**src/assert_macros.svh**
```systemverilog
// shared assertion macros
`ifndef ASSERT_MACROS_SVH
`define ASSERT_MACROS_SVH

// property must hold at every rising clock edge outside reset
`define ASSERT_PROP(label, clk, rst, prop, msg) \
   label: assert property (@(posedge clk) disable iff (rst) (prop)) else $error(msg);

// condition must never be seen outside reset
`define ASSERT_NEVER(label, clk, rst, cond, msg) \
   label: assert property (@(posedge clk) disable iff (rst) !(cond)) else $error(msg);

`endif

```
**src/tscd_pkg.sv**
```systemverilog
package tscd_pkg;

   localparam logic [7:0]  CRC_POLY       = 8'h8C;
   localparam logic [3:0]  FRAME_LAST     = 4'd8;
   localparam logic [3:0]  BLANK_LAST     = 4'd7;
   localparam logic [3:0]  RAW_LOW_IDX    = 4'd0;
   localparam logic [3:0]  RAW_HIGH_IDX   = 4'd1;
   localparam logic [7:0]  BYTE_ZERO      = 8'h00;
   localparam logic [7:0]  BYTE_ONES      = 8'hFF;

   localparam logic signed [11:0] TEMP_NA        = 12'sh800;
   localparam logic signed [11:0] LIMIT_LOW_RST  = -12'sd880;
   localparam logic signed [11:0] LIMIT_HIGH_RST = 12'sd2000;

   localparam logic [1:0] QUALITY_FULL     = 2'd0;
   localparam logic [1:0] QUALITY_DEGRADED = 2'd1;
   localparam logic [1:0] QUALITY_NA       = 2'd2;

   localparam logic REG_LIMIT_LOW  = 1'b0;
   localparam logic REG_LIMIT_HIGH = 1'b1;

   typedef struct packed {
      logic       last;
      logic       blank;
      logic [7:0] crc;
      logic [7:0] raw_low;
      logic [7:0] raw_high;
   } frame_type;

   function automatic logic [7:0] crc8_byte(input logic [7:0] crc_i, input logic [7:0] data_i);
      logic [7:0] c;
      logic [7:0] d;
      logic       fb;
      c = crc_i;
      d = data_i;
      for (int k = 0; k < 8; k++) begin
         fb = c[0] ^ d[0];
         c  = {1'b0, c[7:1]};
         if (fb) begin
            c = c ^ CRC_POLY;
         end
         d = {1'b0, d[7:1]};
      end
      return c;
   endfunction

endpackage

```
**src/tscd_frame.sv**
```systemverilog
`include "assert_macros.svh"

module tscd_frame (
   input  logic                 clock,
   input  logic                 reset,
   input  logic                 advance,
   input  logic [7:0]           data_byte,
   output tscd_pkg::frame_type  frame
);

   logic [3:0] count_ff,    count_in;
   logic [7:0] crc_ff,      crc_in;
   logic [7:0] raw_low_ff,  raw_low_in;
   logic [7:0] raw_high_ff, raw_high_in;
   logic       zero_ff,     zero_in;
   logic       ones_ff,     ones_in;
   logic       last;

   assign last = (count_ff == tscd_pkg::FRAME_LAST);

   always_comb begin
      count_in    = count_ff;
      crc_in      = crc_ff;
      raw_low_in  = raw_low_ff;
      raw_high_in = raw_high_ff;
      zero_in     = zero_ff;
      ones_in     = ones_ff;
      if (advance) begin
         if (last) begin
            count_in    = '0;
            crc_in      = '0;
            raw_low_in  = '0;
            raw_high_in = '0;
            zero_in     = 1'b1;
            ones_in     = 1'b1;
         end else begin
            count_in = count_ff + 4'd1;
            crc_in   = tscd_pkg::crc8_byte(crc_ff, data_byte);
            if (count_ff == tscd_pkg::RAW_LOW_IDX) begin
               raw_low_in = data_byte;
            end
            if (count_ff == tscd_pkg::RAW_HIGH_IDX) begin
               raw_high_in = data_byte;
            end
            if (count_ff < tscd_pkg::BLANK_LAST) begin
               if (data_byte != tscd_pkg::BYTE_ZERO) begin
                  zero_in = 1'b0;
               end
               if (data_byte != tscd_pkg::BYTE_ONES) begin
                  ones_in = 1'b0;
               end
            end
         end
      end
   end

   always_ff @(posedge clock) begin
      if (reset) begin
         count_ff    <= '0;
         crc_ff      <= '0;
         raw_low_ff  <= '0;
         raw_high_ff <= '0;
         zero_ff     <= 1'b1;
         ones_ff     <= 1'b1;
      end else begin
         count_ff    <= count_in;
         crc_ff      <= crc_in;
         raw_low_ff  <= raw_low_in;
         raw_high_ff <= raw_high_in;
         zero_ff     <= zero_in;
         ones_ff     <= ones_in;
      end
   end

   assign frame.last     = last;
   assign frame.blank    = zero_ff | ones_ff;
   assign frame.crc      = crc_ff;
   assign frame.raw_low  = raw_low_ff;
   assign frame.raw_high = raw_high_ff;

   `ASSERT_NEVER(a_count_range, clock, reset, count_ff > tscd_pkg::FRAME_LAST, "byte count past frame end")
   `ASSERT_PROP(a_frame_restart, clock, reset, (advance && last) |=> (count_ff == 4'd0 && zero_ff && ones_ff), "frame not restarted after last byte")

endmodule

```
**src/tscd_decode.sv**
```systemverilog
`include "assert_macros.svh"

module tscd_decode (
   input  logic                 clock,
   input  logic                 reset,
   input  tscd_pkg::frame_type  frame,
   input  logic [7:0]           crc_byte,
   input  logic signed [11:0]   limit_low,
   input  logic signed [11:0]   limit_high,
   output logic signed [11:0]   temperature,
   output logic [1:0]           quality
);

   logic               negative;
   logic signed [11:0] value;
   logic               out_of_limits;

   // bit 11 ignored, sign from bits 15..12
   assign negative      = |frame.raw_high[7:4];
   assign value         = {negative, frame.raw_high[2:0], frame.raw_low};
   assign out_of_limits = (value < limit_low) || (value > limit_high);

   always_comb begin
      if (frame.blank || (frame.crc != crc_byte)) begin
         temperature = tscd_pkg::TEMP_NA;
         quality     = tscd_pkg::QUALITY_NA;
      end else begin
         temperature = value;
         quality     = out_of_limits ? tscd_pkg::QUALITY_DEGRADED : tscd_pkg::QUALITY_FULL;
      end
   end

   `ASSERT_NEVER(a_quality_code, clock, reset, quality == 2'd3, "undefined quality code")
   `ASSERT_PROP(a_na_temp, clock, reset, (quality == tscd_pkg::QUALITY_NA) |-> (temperature == tscd_pkg::TEMP_NA), "unavailable result without marker temperature")

endmodule

```
**src/temp_scratchpad_check_decode_core.sv**
```systemverilog
// channel   direction  payload                               handshake
// req_      in         data_byte[7:0]                        req_valid / req_ready
// rsp_      out        temperature[11:0] s, quality[1:0]     rsp_valid / rsp_ready
// csr_      in/out     limit_low @0x0, limit_high @0x4       apb, pready tied high
//
// one byte per cycle while the ninth byte is not held; a byte sits in the input register
// and is folded into the frame state (crc, raw word, blank flags) in one pass
// the ninth byte of a frame goes from the input register into the result register
// only the ninth byte waits on a full, stalled result register; other bytes wait only behind it
// reset is synchronous: frame state cleared, limits back to -880 and 2000
`include "assert_macros.svh"

module temp_scratchpad_check_decode_core (
   input  logic                clock,
   input  logic                reset,
   input  logic                req_valid,
   output logic                req_ready,
   input  logic [7:0]          req_data_byte,
   output logic                rsp_valid,
   input  logic                rsp_ready,
   output logic signed [11:0]  rsp_temperature,
   output logic [1:0]          rsp_quality,
   input  logic                csr_psel,
   input  logic                csr_penable,
   input  logic                csr_pwrite,
   input  logic [2:0]          csr_paddr,
   input  logic [31:0]         csr_pwdata,
   output logic [31:0]         csr_prdata,
   output logic                csr_pready
);

   logic               in_valid_ff,   in_valid_in;
   logic [7:0]         in_byte_ff,    in_byte_in;
   logic               rsp_valid_ff,  rsp_valid_in;
   logic signed [11:0] rsp_temp_ff,   rsp_temp_in;
   logic [1:0]         rsp_qual_ff,   rsp_qual_in;
   logic signed [11:0] limit_low_ff,  limit_low_in;
   logic signed [11:0] limit_high_ff, limit_high_in;

   tscd_pkg::frame_type frame;
   logic                advance;
   logic                load;
   logic                csr_write;
   logic signed [11:0]  dec_temp;
   logic [1:0]          dec_qual;
   logic [11:0]         read_value;

   assign advance   = in_valid_ff && (!frame.last || !rsp_valid_ff || rsp_ready);
   assign load      = advance && frame.last;
   assign req_ready = !in_valid_ff || advance;

   tscd_frame u_frame (
      .clock     (clock),
      .reset     (reset),
      .advance   (advance),
      .data_byte (in_byte_ff),
      .frame     (frame)
   );

   tscd_decode u_decode (
      .clock       (clock),
      .reset       (reset),
      .frame       (frame),
      .crc_byte    (in_byte_ff),
      .limit_low   (limit_low_ff),
      .limit_high  (limit_high_ff),
      .temperature (dec_temp),
      .quality     (dec_qual)
   );

   always_comb begin
      in_valid_in = in_valid_ff;
      in_byte_in  = in_byte_ff;
      if (advance) begin
         in_valid_in = 1'b0;
      end
      if (req_valid && req_ready) begin
         in_valid_in = 1'b1;
         in_byte_in  = req_data_byte;
      end
   end

   always_comb begin
      rsp_valid_in = rsp_valid_ff;
      rsp_temp_in  = rsp_temp_ff;
      rsp_qual_in  = rsp_qual_ff;
      if (rsp_ready) begin
         rsp_valid_in = 1'b0;
      end
      if (load) begin
         rsp_valid_in = 1'b1;
         rsp_temp_in  = dec_temp;
         rsp_qual_in  = dec_qual;
      end
   end

   assign csr_write = csr_psel && csr_penable && csr_pwrite && csr_pready;

   always_comb begin
      limit_low_in  = limit_low_ff;
      limit_high_in = limit_high_ff;
      if (csr_write) begin
         case (csr_paddr[2])
            tscd_pkg::REG_LIMIT_LOW:  limit_low_in  = csr_pwdata[11:0];
            tscd_pkg::REG_LIMIT_HIGH: limit_high_in = csr_pwdata[11:0];
            default: begin
               limit_low_in = limit_low_ff;
            end
         endcase
      end
   end

   always_comb begin
      case (csr_paddr[2])
         tscd_pkg::REG_LIMIT_LOW:  read_value = limit_low_ff;
         tscd_pkg::REG_LIMIT_HIGH: read_value = limit_high_ff;
         default:                  read_value = '0;
      endcase
   end

   always_ff @(posedge clock) begin
      if (reset) begin
         in_valid_ff   <= 1'b0;
         rsp_valid_ff  <= 1'b0;
         limit_low_ff  <= tscd_pkg::LIMIT_LOW_RST;
         limit_high_ff <= tscd_pkg::LIMIT_HIGH_RST;
      end else begin
         in_valid_ff   <= in_valid_in;
         rsp_valid_ff  <= rsp_valid_in;
         limit_low_ff  <= limit_low_in;
         limit_high_ff <= limit_high_in;
      end
   end

   always_ff @(posedge clock) begin
      in_byte_ff  <= in_byte_in;
      rsp_temp_ff <= rsp_temp_in;
      rsp_qual_ff <= rsp_qual_in;
   end

   assign rsp_valid       = rsp_valid_ff;
   assign rsp_temperature = rsp_temp_ff;
   assign rsp_quality     = rsp_qual_ff;
   assign csr_prdata      = {20'd0, read_value};
   assign csr_pready      = 1'b1;

   `ASSERT_PROP(a_result_source, clock, reset, $rose(rsp_valid_ff) |-> $past(load), "result without a closed frame")

endmodule

```
**config.mk**
```make
export PLATFORM = sky130hd
export DESIGN_NAME = temp_scratchpad_check_decode_core
export DESIGN_NICKNAME = d
export VERILOG_FILES = /design/src/tscd_pkg.sv /design/src/tscd_frame.sv /design/src/tscd_decode.sv /design/src/temp_scratchpad_check_decode_core.sv
export VERILOG_INCLUDE_DIRS = /design/src /design/src/src
export SDC_FILE = /design/constraint.sdc
export NUM_CORES = 1
export LEC_CHECK = 0
export ABC_AREA = 1
export BUFFER_PORTS_ARGS = -buffer_cell sky130_fd_sc_hd__buf_2
export CAP_MARGIN = 5
export CELL_PAD_IN_SITES_DETAIL_PLACEMENT = 0
export CELL_PAD_IN_SITES_GLOBAL_PLACEMENT = 1
export CORE_ASPECT_RATIO = 0.75
export CORE_MARGIN = 1.5
export CORE_UTILIZATION = 35
export DETAILED_ROUTE_END_ITERATION = 10
export HOLD_SLACK_MARGIN = 0.02
export PLACE_DENSITY_LB_ADDON = 0.1
export SYNTH_ARGS = -nofsm -noshare
export SYNTH_HDL_FRONTEND = slang
export SYNTH_SLANG_ARGS = --single-unit
```
**constraint.sdc**
```tcl
create_clock -name clock -period 2 [get_ports clock]
set_clock_uncertainty 0.15 [all_clocks]
set_input_delay 0.3 -clock clock [delete_from_list [all_inputs] [get_ports clock]]
set_output_delay 0.3 -clock clock [all_outputs]
set_load 0.01 [all_outputs]
```
* Yosys cells after proc, flatten, opt, wreduce, memory -nomap -nowiden
Cells that the tools add are included.
** Cells by class
- Add/subtract/negate cells :: 1
- $lt $le $gt $ge :: 3
- Equality and inequality tests :: 4
- Multiplexer cells :: 40
- Bitwise logic cells :: 18
- Reductions and logical operators :: 29
** Operators with widths (count)
- $mux W8 :: 27
- $not A2 Y3 :: 8
- $pmux W12 S2 :: 1
- $reduce_bool A2 Y1 :: 7
- $gt A12 B12 Y1 :: 1
- $lt A12 B12 Y1 :: 1
- $mux W1 :: 11
- $ne A8 B8 Y1 :: 1
- $ne A8 B8 Y1 const B :: 1
- $reduce_and A2 Y1 :: 4
- $reduce_bool A8 Y1 :: 1
- $xor A1 B1 Y1 :: 8
- $reduce_and A3 Y1 :: 2
- $logic_and A1 B1 Y1 :: 5
- $logic_or A1 B1 Y1 :: 5
- $add A4 B1 Y4 const B :: 1
- $eq A4 B1 Y1 const B :: 1
- $eq A4 B4 Y1 const B :: 1
- $logic_not A4 Y1 :: 1
- $lt A4 B3 Y1 const B :: 1
- $mux W4 :: 1
- $reduce_or A4 Y1 :: 1
- $logic_not A1 Y1 :: 3
- $not A1 Y1 :: 1
- $or A1 B1 Y1 :: 1
** Word-level totals
- Register bits after elaboration :: 78
- Input port bits :: 50
- Word-level logic and storage cells :: 108

* Depth between registers and ports, before layout
- Depth after elaboration :: 33
- Depth in mapped cells :: 14
- Depth with buffers taken out :: 14

* Cells and area by module
From an unflattened synthesis, not the netlist that was laid out.
** Second synthesis, totals
- Cell total of the unflattened synthesis :: 636
- Area, all modules :: 4578.1 µm²
** Modules (own cells, without submodules)
- temp_scratchpad_check_decode_core :: instances 1, cells an instance 236, area an instance 2044.5 µm², seq. area each 1181.1 µm²
- tscd_frame :: instances 1, cells an instance 234, area an instance 1599.0 µm², seq. area each 600.6 µm²
- tscd_decode :: instances 1, cells an instance 166, area an instance 934.6 µm², seq. area each 0.0 µm²

* Least setup slack after synthesis
No wires, ideal clock.
- Kind :: register to register
- Start point :: register u_frame.count_ff[0]
- End point :: register u_frame.count_ff[3]
- Setup time :: 0.119 ns
- Arrival :: 1.922 ns
- Setup slack :: -0.192 ns
- Stages on the path, launching flop included :: 13
- Clock period less this slack :: 2.192 ns
- Path through :: dfxtp_1 -> inv_1 -> ha_1 -> inv_1 -> nor2_4 -> nand3_1 -> nand2_2 -> nor2_1 -> inv_1 -> nand2_1 -> inv_1 -> o21ai_0 -> a21oi_1
** Between the ends
- Longest elaborated chain between the ends :: 5
- Elaborated cells on any way between the ends :: 7
- Classes of those cells :: 1 x add/sub; 1 x eq/ne; 1 x mux; 4 x reduce/logical
** RTL lines
- start: declaration :: line tscd_frame.sv:11 : logic [3:0] count_ff, count_in;
- start signal: assignment :: line tscd_frame.sv:66 : count_ff <= count_in;
- branches (longest 5 deep; another with $add A4 B1 Y4)
Several ways; the timed one is not identified.
A chain may end at the register's enable or synchronous reset.

* Final worst setup path
- Start point :: register u_frame.raw_high_ff[4]
- End point :: register rsp_qual_ff[0], in the netlist rsp_quality[0] (data pin)
** Between the ends
- Longest elaborated chain between the ends :: 4
- Elaborated cells on any way between the ends :: 5
- Classes of those cells :: 2 x order compare; 1 x mux; 2 x reduce/logical
** RTL lines
- start: declaration :: line tscd_frame.sv:14 : logic [7:0] raw_high_ff, raw_high_in;
- start signal: assignment :: line tscd_frame.sv:69 : raw_high_ff <= raw_high_in;
- $reduce_or A4 Y1 * :: line tscd_decode.sv:19 : assign negative = |frame.raw_high[7:4];
- net u_decode.negative :: line tscd_decode.sv:14 : logic negative;
- $lt A12 B12 Y1 / $gt A12 B12 Y1 (equally long branches) :: line tscd_decode.sv:21 : assign out_of_limits = (value < limit_low) || (value > limit_high);
- $logic_or A1 B1 Y1 * :: line tscd_decode.sv:21
- $mux W1 * :: line tscd_decode.sv:29 : quality = out_of_limits ? tscd_pkg::QUALITY_DEGRADED : tscd_pkg::QUALITY_FULL;
- end signal: assignment :: line temp_scratchpad_check_decode_core.sv:138 : rsp_qual_ff <= rsp_qual_in;
- end: declaration :: line temp_scratchpad_check_decode_core.sv:36 : logic [1:0] rsp_qual_ff, rsp_qual_in;
The timed path passes the listed nets; every way through them passes the cells marked *.

==> results.sh <==
export IMPL_status="finished with violations"
export IMPL_violations="setup timing"
export IMPL_synth_warning_count=0
export IMPL_ir_worst_vdd_v=0.000467
export IMPL_setup_ws_ns=-0.0299
export IMPL_cts_root_buf="clkbuf_16"
export IMPL_syn_area_sq_um=4160
export IMPL_design_core_area_sq_um=11600
export IMPL_drcViolationCount=0
export IMPL_drv_cap=0
export IMPL_hp_class="input port to flop"
export IMPL_seq_area_frac_synth_pct=42.3
export IMPL_cp_max_fo=3
export IMPL_synthArstFlopShare_pct=0
export IMPL_drt_iter0_drc=192
export IMPL_die_area_sq_um=12600
export IMPL_hold_violations=0
export IMPL_drive_above_1_share_pct=23.7
export IMPL_cts_clk_slew_worst_paths_ns=0.06
export IMPL_p_per_area_nw_per_um2=760
export IMPL_fin_util_pct=44.8
export IMPL_diodes=0
export IMPL_relSlewSlack_pct=65.2
export IMPL_max_freq_ghz=0.493
export IMPL_hold_depth=3
export IMPL_cts_tree="built"
export IMPL_antenna_found_initial=0
export IMPL_hold_path_end="limit_high_ff[9]"
export IMPL_dpl_worst_slack_ns=-0.179
export IMPL_post_route_min_period_ns=2.03
export IMPL_slew_viol_final=0
export IMPL_avgRoutedWirePerCell_um=13.1
export IMPL_synthToLayoutAreaGrowth_pct=24.9
export IMPL_total_power_w=0.00395
export IMPL_synthTopCellsByArea="dfxtp_1 26%, edfxtp_1 16%, nand2_1 9.8%, ha_1 7.8%, a21oi_1 7.5%"
export IMPL_regToRegStartpoint="u_frame.raw_high_ff[4]"
export IMPL_first_pass_iters=4
export IMPL_synth_flop_cell="dfxtp_1"
export IMPL_leakage_nw=2.34
export IMPL_setup_violations_final=1
export IMPL_yosys_register_bits=77
export IMPL_synth_top_cell_area_share_pct=26.5
export IMPL_cts_num_sinks=77
export IMPL_cp_start_kind="flop"
export IMPL_dieWidth_um=129
export IMPL_initial_core_util_pct=35.8
export IMPL_cts_buffer_depth=2
export IMPL_worst_ep_arrival_time_ns=1.97
export IMPL_die_h_um=97.4
export IMPL_synth_top_area_cell="dfxtp_1"
export IMPL_rsz0062_at_grt="yes"
export IMPL_tightest_slew_ns=0.521
export IMPL_timing_final_crit_share_pct=101
export IMPL_gr_total_overflow=0
export IMPL_seq_area_sq_um=1770
export IMPL_clk_latency_ns=0.33
export IMPL_worstHoldStart="csr_pwdata[9]"
export IMPL_antenna_left=0
export IMPL_grt_pass1_wl_um=17000
export IMPL_place_hpwl_um=7950
export IMPL_synthTopCellsByCount="109 x nand2_1, 77 x inv_1, 62 x a21oi_1, 55 x dfxtp_1, 55 x o21ai_0"
export IMPL_htree_levels=3
export IMPL_synth_most_common_cell="nand2_1"
export IMPL_layout_cells_non_filler=798
export IMPL_crit_required_ns=1.94
export IMPL_synthCells=543
export IMPL_num_fill_cells=1209
export IMPL_port_buffers=55
export IMPL_criticalPathCategory="flop to flop"
export IMPL_vias=3580
export IMPL_timing_rr_end="rsp_quality[0]"
export IMPL_holdWs_ns=0.0389
export IMPL_synthDistinctLibCells=33
export IMPL_io_pins=99
export IMPL_viasPerCell=4.49
export IMPL_r2r_slack_ns=-0.03
export IMPL_gp_congestion=0.760
export IMPL_multiInputGateArea_sq_um=2030
export IMPL_numCtsBuffers=9
export IMPL_placedCellCount=770
export IMPL_cp_end_kind="flop"
export IMPL_reg2reg_depth=10
export IMPL_grt_pass1_vias=3362
export IMPL_grt_max_degree=25
export IMPL_synth_avg_cell_area_sq_um=7.67
export IMPL_grtUsageTotal_pct=17.6
export IMPL_routed_wl_um=10500
export IMPL_placementRows=34
export IMPL_nNetsFinal=707
export IMPL_synth_edff_count=22
## worst max-delay path by stage
stage | startpoint | endpoint | slack (ns) | depth (start not counted)
final | u_frame.raw_high_ff[4] | rsp_quality[0] | -0.03 | 10
after global routing | u_frame.raw_high_ff[4] | rsp_quality[0] | -0.14 | 12
after CTS | u_frame.raw_high_ff[6] | rsp_quality[0] | -0.04 | 12
after detailed placement | u_frame.raw_high_ff[4] | rsp_quality[0] | -0.18 | 12
after global placement | u_frame.raw_high_ff[4] | rsp_quality[0] | -0.11 | 11
after floorplan | u_frame.raw_high_ff[4] | rsp_quality[0] | 0.003 | 11
## critical path, stage by stage (launching register included)
cell and delay, ns:
dfxtp_2 0.33, nor4_4 0.30, inv_2 0.11, ha_4 0.25, buf_4 0.14, a21oi_1 0.17
nand4_1 0.11, nand2_1 0.07, nand2_1 0.04, nand2_1 0.05, a21oi_1 0.06
## per-layer routing
metal	GRT usage, %	vias to the layer above	part of all wire [%]
li1	-	1904	-
met1	26.7	1601	54
met2	25.3	69	41
met3	3.47	6	4.3
met4	4.15	0	0.84
met5	0	-	0
## power by group
group	total [W]	switching (W)	internal, W
logic	0.000662	0.000408	0.000254
registers	0.00172	0.0000529	0.00167
clock network	0.00157	0.000658	0.000914
total	0.00395	0.00112	0.00283
## metrics by stage
stage / cell area [sq um] / setup TNS, ns
floorplan: 4250 / 0
global placement: 4700 / -0.111
detailed placement: 4700 / -0.179
CTS: 5130 / -0.0395
global route: 5200 / -0.142
finish: 5200 / -0.0299
## cells in the final DEF (no fill, tap or decap), drive strengths merged, types with 3 or more instances in the layout
cell / instances
a21oi: 63
buf: 86
clkbuf: 11
clkinv: 3
conb: 21
dfxtp: 55
dlygate4sd3: 8
edfxtp: 22
ha: 26
inv: 84
nand2: 125
nand3: 24
nand4: 8
nor2: 26
nor4: 4
o21ai: 57
## registers in the layout, indices dropped and copies added, names as in the netlist
register             flops
u_frame.raw_high_ff      7
u_frame.raw_low_ff       8
rsp_quality              2
u_frame.ones_ff          1
rsp_valid                1
u_frame.count_ff         4
limit_low_ff            12
in_byte_ff               8
u_frame.crc_ff           8
limit_high_ff           12
rsp_temperature         12
in_valid_ff              1
u_frame.zero_ff          1
## cell families after synthesis
kind of cell               Yosys count  synth area share, %
and+or+nand+nor                    192                 20.7
adders and majority gates           26                 7.81
buffers and inverters              120                 13.3
xor gates and xnor gates             2                0.421
DFF                                 77                 42.3
AOI/OAI and AO/OA                  124                 15.2
other                                2                0.180
## final cells by class
class | count | share of cell area (%)
well taps | 162 | 3.90
clock buffers | 11 | 4.89
repair buffers | 94 | 11.6
flip-flops and latches | 77 | 34.0
clock inverters | 5 | 0.650
inverters | 84 | 6.06
multi-input cells | 365 | 39.0
## timing repair
| action | CTS | global route |
|---|---|---|
| pin swaps | 9 | 9 |
| setup endpoints to repair | 1 | 23 |
| endpoints found under the hold margin | 8 | 0 |
| buffers inserted | 1 | 3 |
| resized for setup | 13 | 12 |
| hold buffers | 8 | 0 |
(Power assumes the default switching activity.)
